## config.mk

```make
export PLATFORM = sky130hd
export DESIGN_NAME = pcmd_ctrl
export DESIGN_NICKNAME = d
export VERILOG_FILES = /design/src/rtl/pcmd_pkg.sv /design/src/rtl/pcmd_ctrl.sv
export SDC_FILE = /design/constraint.sdc
export NUM_CORES = 1
export LEC_CHECK = 0
export ABC_CLOCK_PERIOD_IN_PS = 2000
export BUFFER_PORTS_ARGS = -buffer_cell sky130_fd_sc_hd__buf_4
export CAP_MARGIN = 10
export CORE_MARGIN = 1.5
export CORE_UTILIZATION = 54
export DETAILED_ROUTE_END_ITERATION = 10
export HOLD_SLACK_MARGIN = 0.12
export PLACE_DENSITY = 0.78
export SKIP_CTS_REPAIR_TIMING = 1
export SLEW_MARGIN = 10
export SYNTH_ARGS = -nofsm -noshare
export SYNTH_HDL_FRONTEND = slang
export SYNTH_SLANG_ARGS = --single-unit
```

## constraint.sdc

```tcl
create_clock -name clk -period 2 [get_ports clk]
set_input_delay 0.3 -clock clk [delete_from_list [all_inputs] [get_ports clk]]
set_output_delay 0.3 -clock clk [all_outputs]
set_load 0.02 [all_outputs]
```

## src/rtl/pcmd_pkg.sv

```systemverilog
package pcmd_pkg;

	localparam int MAX_VECTOR_LEN = 1024;
	localparam int SAMPLE_W = 16;
	localparam int CNT_W = 11;
	localparam int SUM1_W = 26;
	localparam int SUM2_W = 42;
	localparam int PW = 106;
	localparam int MB = 53;
	localparam int RW = 137;
	localparam int QW = 32;
	localparam int ROOT_W = 16;
	localparam int REM_W = 19;
	localparam int SQRT_STEPS = 16;
	localparam int STEP_W = 6;
	localparam int S_TDATA_W = 40;
	localparam int M_TDATA_W = 32;

	localparam logic [2:0] OP_NSAB = 3'd0;
	localparam logic [2:0] OP_SASB = 3'd1;
	localparam logic [2:0] OP_NSAA = 3'd2;
	localparam logic [2:0] OP_SASA = 3'd3;
	localparam logic [2:0] OP_NSBB = 3'd4;
	localparam logic [2:0] OP_SBSB = 3'd5;
	localparam logic [2:0] OP_DADB = 3'd6;
	localparam logic [2:0] OP_NUM2 = 3'd7;

	typedef struct packed {
		logic       acc_en;
		logic       mul_load;
		logic       mul_step;
		logic       mul_store;
		logic       fix;
		logic       div_load;
		logic       div_step;
		logic       sqrt_load;
		logic       sqrt_step;
		logic       result_load;
		logic [2:0] op;
	} pcmd_cmd_t;

	typedef struct packed {
		logic out_full;
	} pcmd_sts_t;

endpackage

```

## src/rtl/pcmd_ctrl.sv

```systemverilog
module pcmd_ctrl import pcmd_pkg::*; (
	input  logic      clk,
	input  logic      arst_n,
	input  logic      in_valid,
	input  logic      in_last,
	output logic      in_ready,
	input  pcmd_sts_t sts,
	output pcmd_cmd_t cmd
);

	localparam logic [3:0] ST_ACC    = 4'd0;
	localparam logic [3:0] ST_MLOAD  = 4'd1;
	localparam logic [3:0] ST_MRUN   = 4'd2;
	localparam logic [3:0] ST_MSTORE = 4'd3;
	localparam logic [3:0] ST_FIX    = 4'd4;
	localparam logic [3:0] ST_DLOAD  = 4'd5;
	localparam logic [3:0] ST_DRUN   = 4'd6;
	localparam logic [3:0] ST_SLOAD  = 4'd7;
	localparam logic [3:0] ST_SRUN   = 4'd8;
	localparam logic [3:0] ST_OUT    = 4'd9;

	logic [3:0]        state_q;
	logic [2:0]        op_q;
	logic [STEP_W-1:0] cnt_q;

	assign in_ready = (state_q == ST_ACC);

	always_comb begin
		cmd             = '0;
		cmd.op          = op_q;
		cmd.acc_en      = in_ready && in_valid;
		cmd.mul_load    = (state_q == ST_MLOAD);
		cmd.mul_step    = (state_q == ST_MRUN);
		cmd.mul_store   = (state_q == ST_MSTORE);
		cmd.fix         = (state_q == ST_FIX);
		cmd.div_load    = (state_q == ST_DLOAD);
		cmd.div_step    = (state_q == ST_DRUN);
		cmd.sqrt_load   = (state_q == ST_SLOAD);
		cmd.sqrt_step   = (state_q == ST_SRUN);
		cmd.result_load = (state_q == ST_OUT) && !sts.out_full;
	end

	always_ff @(posedge clk or negedge arst_n) begin
		if (!arst_n) begin
			state_q <= ST_ACC;
			op_q    <= OP_NSAB;
			cnt_q   <= '0;
		end else begin
			case (state_q)
				ST_ACC: begin
					if (in_valid && in_last) begin
						op_q    <= OP_NSAB;
						state_q <= ST_MLOAD;
					end
				end
				ST_MLOAD: begin
					cnt_q   <= '0;
					state_q <= ST_MRUN;
				end
				ST_MRUN: begin
					if (cnt_q == STEP_W'(MB - 1)) begin
						state_q <= ST_MSTORE;
					end else begin
						cnt_q <= cnt_q + 1'b1;
					end
				end
				ST_MSTORE: begin
					if (op_q == OP_SBSB) begin
						state_q <= ST_FIX;
					end else if (op_q == OP_NUM2) begin
						state_q <= ST_DLOAD;
					end else begin
						op_q    <= op_q + 1'b1;
						state_q <= ST_MLOAD;
					end
				end
				ST_FIX: begin
					op_q    <= OP_DADB;
					state_q <= ST_MLOAD;
				end
				ST_DLOAD: begin
					cnt_q   <= '0;
					state_q <= ST_DRUN;
				end
				ST_DRUN: begin
					if (cnt_q == STEP_W'(QW - 1)) begin
						state_q <= ST_SLOAD;
					end else begin
						cnt_q <= cnt_q + 1'b1;
					end
				end
				ST_SLOAD: begin
					cnt_q   <= '0;
					state_q <= ST_SRUN;
				end
				ST_SRUN: begin
					if (cnt_q == STEP_W'(SQRT_STEPS - 1)) begin
						state_q <= ST_OUT;
					end else begin
						cnt_q <= cnt_q + 1'b1;
					end
				end
				ST_OUT: begin
					if (!sts.out_full) begin
						state_q <= ST_ACC;
					end
				end
				default: begin
					state_q <= ST_ACC;
				end
			endcase
		end
	end

endmodule

```

# ---- Word level (Yosys, flattened, before mapping)
# Index checks and enable logic that the tools add are counted.
dict set report op_classes {
  add_sub_neg 2
  eq_ne 24
  muxes 16
  reduce_logical 11
}
# operator count
set op_table {}
lappend op_table {{$pmux W4 S10} 1}
lappend op_table {{$pmux W6 S4} 1}
lappend op_table {{$mux W4} 5}
lappend op_table {{$mux W6} 3}
lappend op_table {{$eq A4 B3 Y1 const B} 4}
lappend op_table {{$mux W3} 5}
lappend op_table {{$ne A2 B2 Y1 const B} 6}
lappend op_table {{$pmux W3 S3} 1}
lappend op_table {{$eq A4 B2 Y1 const B} 2}
lappend op_table {{$eq A4 B4 Y1 const B} 2}
lappend op_table {{$ne A2 B1 Y1 const B} 4}
lappend op_table {{$reduce_and A4 Y1} 2}
lappend op_table {{$add A6 B1 Y6 const B} 1}
lappend op_table {{$eq A3 B3 Y1 const B} 2}
lappend op_table {{$eq A6 B4 Y1 const B} 1}
lappend op_table {{$eq A6 B5 Y1 const B} 1}
lappend op_table {{$eq A6 B6 Y1 const B} 1}
lappend op_table {{$reduce_and A5 Y1} 1}
lappend op_table {{$eq A4 B1 Y1 const B} 1}
lappend op_table {{$logic_not A4 Y1} 1}
lappend op_table {{$reduce_bool A4 Y1} 1}
lappend op_table {{$add A3 B1 Y3 const B} 1}
lappend op_table {{$logic_and A1 B1 Y1} 3}
lappend op_table {{$reduce_bool A3 Y1} 1}
lappend op_table {{other kinds (2)} 2}
dict set report totals {
  regBits 13
  word_cells 56
}

# ---- Depth between registers and ports, before layout
dict set report logic_depth {
  ltp_word 4
  mapped_depth 7
}

# ---- Worst setup path after synthesis
# Ideal clock, no wire load.
dict set report synth_path {
  kind {register -> register}
  startpoint {register state_q[0]}
  endpoint {register cnt_q[5]}
  t_arrival_ns 1.846
  path_slack_ns 0.051
  path_stages_with_launch 7
  path_buffers 1
  period_less_slack_ns 1.949
  path_cell_list {dfrtp_1 > buf_6 > nor4b_4 > o21ai_1 > a22o_2 > or2_4 > o41ai_2}
}
# item line
set synth_rtl {}
lappend synth_rtl {{start: declaration} pcmd_ctrl.sv:22} ;# logic [3:0] state_q;
lappend synth_rtl {{start signal: assignment} pcmd_ctrl.sv:45} ;# state_q <= ST_ACC;
lappend synth_rtl {{start signal: assignment} pcmd_ctrl.sv:53} ;# state_q <= ST_MLOAD;
lappend synth_rtl {{start signal: assignment} pcmd_ctrl.sv:58} ;# state_q <= ST_MRUN;
lappend synth_rtl {{end signal: assignment} pcmd_ctrl.sv:64} ;# cnt_q <= cnt_q + 1'b1;
lappend synth_rtl {{end signal: assignment} pcmd_ctrl.sv:89} ;# cnt_q <= cnt_q + 1'b1;
lappend synth_rtl {{end signal: assignment} pcmd_ctrl.sv:100} ;# cnt_q <= cnt_q + 1'b1;
lappend synth_rtl {{end: declaration} pcmd_ctrl.sv:24} ;# logic [STEP_W-1:0] cnt_q;

# ---- Worst setup path in the final report
dict set report layout_path {
  startpoint {register state_q[0]}
  endpoint {register cnt_q[5]}
}
dict set report layout_via {
  elab_chain_cells 4
  elab_cells_between_ends 13
  classes_between {9 x eq/ne; 1 x mux; 3 x reduce/logical}
}
# item line
set layout_rtl {}
lappend layout_rtl {{$eq A4 B3 Y1 or $eq A4 B1 Y1 (tied branches)} pcmd_ctrl.sv:49} ;# case (state_q)
lappend layout_rtl {{$reduce_or A3 Y1 (no source line)} -}
lappend layout_rtl {{$reduce_bool A4 Y1 (no source line)} -}
lappend layout_rtl {{$reduce_and A4 Y1 (no source line)} -}
# Parallel ways exist; a longest one is shown, timed or not.
# A chain may end at the register's enable or synchronous reset.

==> results.py <==
metrics = {
    "cells_and_area": {
        "multiInputGateArea_um2": 607,
        "syn_to_final_growth_pct": 17.7,
        "antennaDiodeCount": 0,
        "register_area_um2": 328,
        "nets": 149,
        "fin_util_pct": 68.2,
        "drive_above_1_share_pct": 27.5,
        "fill_cells": 147,
    },
    "setup_path": {
        "critPathTopFamily": "compound AO/OA/AOI/OAI gates",
        "crit_required_ns": 2.19,
        "endpoint_kind": "register",
        "critical-path-max-stage-delay_ns": 0.50,
        "start_kind": "register",
        "worstPathBufferInverterCount": 0,
        "crit_path_cell_trace": "nor4b_4 > o21ai_1 > a22o_2 > or2_4 > o41ai_2",
        "worst_path_max_delay_cell": "dfrtp_2",
        "cp.arrival_ns": 2.11,
        "cp_max_fo": 11,
        "criticalPathCategory": "reg -> reg",
    },
    "clock_network": {
        "clk_path_buf_depth": 2,
        "cts_root_buf": "clkbuf_4",
        "h-tree-depth": 1,
        "clkSinkCount": 13,
        "insertion_delay_ns": 0.29,
        "cts_inserted_buffers": 3,
        "cts.clk_slew.worst_paths_ns": 0.09,
        "cts_tree": "done",
    },
    "floorplan": {
        "num_rows": 15,
        "dieHeight_um": 46.3,
        "dieArea_um2": 2140,
        "initial_core_util_pct": 58.0,
        "die_x_um": 46.3,
        "io_pins": 19,
        "coreArea_um2": 1750,
    },
    "sta": {
        "final-setup-viol-count": 0,
        "max_slew_margin_pct": 82.3,
        "fin_crit_ns": 1.92,
        "finalHoldViolCount": 0,
        "drv_slew": 0,
        "timing.final.crit_share_pct": 95.8,
        "max_freq_mhz": 522,
        "grt_setup_unrepaired": "no",
        "tns_ns": 0,
        "worst_slew_pin_slew_ns": 0.266,
        "clock_skew_ns": 0.00161,
    },
    "power": {
        "peakVddDrop_uv": 946,
        "comb_power_share_pct": 60.7,
        "p_leak_nw": 0.529,
        "switching_share_pct": 49.1,
        "internal_power_mw": 0.975,
        "totalPowerFinal_mw": 1.91,
        "p_switching_mw": 0.940,
        "power.clock.fraction_pct": 9.2,
        "power_per_cell_area_nw_per_um2": 1610,
        "power_frac_seq_pct": 30.1,
    },
    "grt": {
        "grt_max_degree": 14,
        "grt_pass1_wl_mm": 3.66,
        "antenna_found_initial": 0,
        "first_global_vias": 796,
        "grt_use_total_pct": 24.5,
        "grt-ovfl-total": 0,
    },
    "yosys": {
        "yosysSeqAreaShare_pct": 32.1,
        "syn-num-nets": 128,
        "synth_top_family_by_area": "simple AND/OR/NAND/NOR gates",
        "synthArstFlopShare_pct": 100,
        "synth_top_flop_cell": "dfrtp_1",
        "synth_fa_ha_area_share_pct": 6.18,
        "synthCells": 118,
        "yosys_warnings": 0,
        "syn-cell-area_um2": 1010,
        "synth-compound-area-share_pct": 23.2,
        "synth-seq-cells": 13,
        "synth.distinct_cells": 42,
        "muxShareOfSynthArea_pct": 0,
        "synth_edf_count": 0,
        "avgSynthCellArea_um2": 8.58,
        "synth-xor-area-share_pct": 0,
        "yosys.area_share.simple_pct": 29.8,
    },
    "drt": {
        "dr.first_iter.drc_count": 30,
        "routed_wirelength_mm": 2.33,
        "via_per_inst": 5.91,
        "num_vias": 963,
        "dr.pass1.iters": 4,
        "postRouteAntennaNets": 0,
        "drc": 0,
        "avgRoutedWirePerCell_um": 14.3,
    },
    "job": {
        "drv_cap": 0,
    },
    "hold_path": {
        "hold_class": "in -> reg",
    },
    "placement": {
        "gp_congestion": 0.888,
        "port_buffers": 18,
        "dp_hpwl_mm": 1.68,
    },
    "status": {
        "status": "complete, no violations",
    },
}
## cells in the mapped netlist, types with 2 or more instances
cell | instances | share of area (%)
buf_6 | 3 | 3.3
ha_1 | 5 | 6.2
dfrtp_1 | 13 | 32
a21boi_0 | 2 | 1.5
o31ai_1 | 3 | 2.2
nor2b_1 | 2 | 1.2
inv_1 | 6 | 2.2
nor3_1 | 6 | 3.0
a21oi_1 | 8 | 4.0
nand2b_1 | 4 | 2.5
nor3b_1 | 2 | 1.5
nand3_1 | 3 | 1.5
o21ai_0 | 11 | 5.4
clkbuf_1 | 2 | 0.74
or2b_2 | 2 | 1.7
nand2_1 | 8 | 3.0
nand4b_1 | 2 | 1.7
nor2_1 | 12 | 4.4
## final timing paths
check	start	endpoint	slack, ns	depth (start not counted)
setup / recovery	state_q[0]$_DFFE_PN0P_	cnt_q[5]$_DFFE_PN0P_	0.08	5
max in group asynchronous	arst_n	state_q[0]$_DFFE_PN0P_	1.43	2
setup reg to reg	state_q[0]$_DFFE_PN0P_	cnt_q[5]$_DFFE_PN0P_	0.08	5
min in group asynchronous	arst_n	cnt_q[3]$_DFFE_PN0P_	0.39	2
hold reg to reg	cnt_q[0]$_DFFE_PN0P_	cnt_q[0]$_DFFE_PN0P_	0.54	1
hold / removal	sts	state_q[0]$_DFFE_PN0P_	0.31	3
## cell usage in the layout (no fill, tap or decap), types with 3 or more instances in the layout
| cell | Yosys | layout |
|---|---|---|
| a21oi_1 | 8 | 8 |
| buf_4 | 0 | 22 |
| clkbuf_4 | 0 | 3 |
| dfrtp_1 | 13 | 11 |
| ha_1 | 5 | 5 |
| inv_1 | 6 | 6 |
| nand2_1 | 8 | 8 |
| nand2b_1 | 4 | 4 |
| nand3_1 | 3 | 3 |
| nor2_1 | 12 | 11 |
| nor3_1 | 6 | 5 |
| o21ai_0 | 11 | 11 |
| o31ai_1 | 3 | 3 |
## sequential cells by signal, indices dropped and copies added (netlist names)
name,flops
op_q,3
state_q,4
cnt_q,6
## per-stage QoR
step | hold slack, ns | instance area (µm²) | worst slack, ns | cells
finish | 0.311 | 1190 | 0.0831 | 163
global route | 0.347 | 1190 | 0.00187 | 163
CTS | -0.158 | 1170 | -0.0393 | 162
detailed placement | 0.161 | 1140 | 0.0682 | 158
global placement | 0.156 | 1140 | 0.142 | 158
floorplan | 0.00441 | 1010 | 0.0508 | 118
## cell families after synthesis
group	Yosys count
adder cells (fa/ha/maj)	5
AO/OA/AOI/OAI	36
flip-flops	13
buffers and inverters	13
AND/OR/NAND/NOR	51
## power groups by stage
stage | Clock (mW) | Combinational [mW] | Sequential [mW]
global placement | 0 | 1.11 | 0.557
finish | 0.175 | 1.16 | 0.577
detailed placement | 0 | 1.14 | 0.569
CTS | 0.179 | 1.15 | 0.563
floorplan | 0 | 0.913 | 0.498
global route | 0.185 | 1.30 | 0.600
## cell type report
class	instances	area share, %
clock buffers	3	1.89
inverters	6	1.89
flip-flops and latches	13	27.5
clock inverters	1	0.420
multi-input cells	92	50.9
well taps	25	2.63
repair buffers	23	14.7
## tightest hold or removal path: cells and delay by family
family | cells | cell delay [ns]
AO/OA/AOI/OAI | 1 | 0.09
buffers and inverters | 2 | 0.18
## per-layer routing
| metal | share of wire (%) | global-route usage, % |
|---|---|---|
| met1 | 46 | 34.0 |
| met2 | 48 | 36.9 |
| met3 | 4.0 | 3.53 |
| met4 | 2.8 | 12.0 |
| met5 | 0 | 0 |
Note: power is estimated with default switching activity, not from simulation.
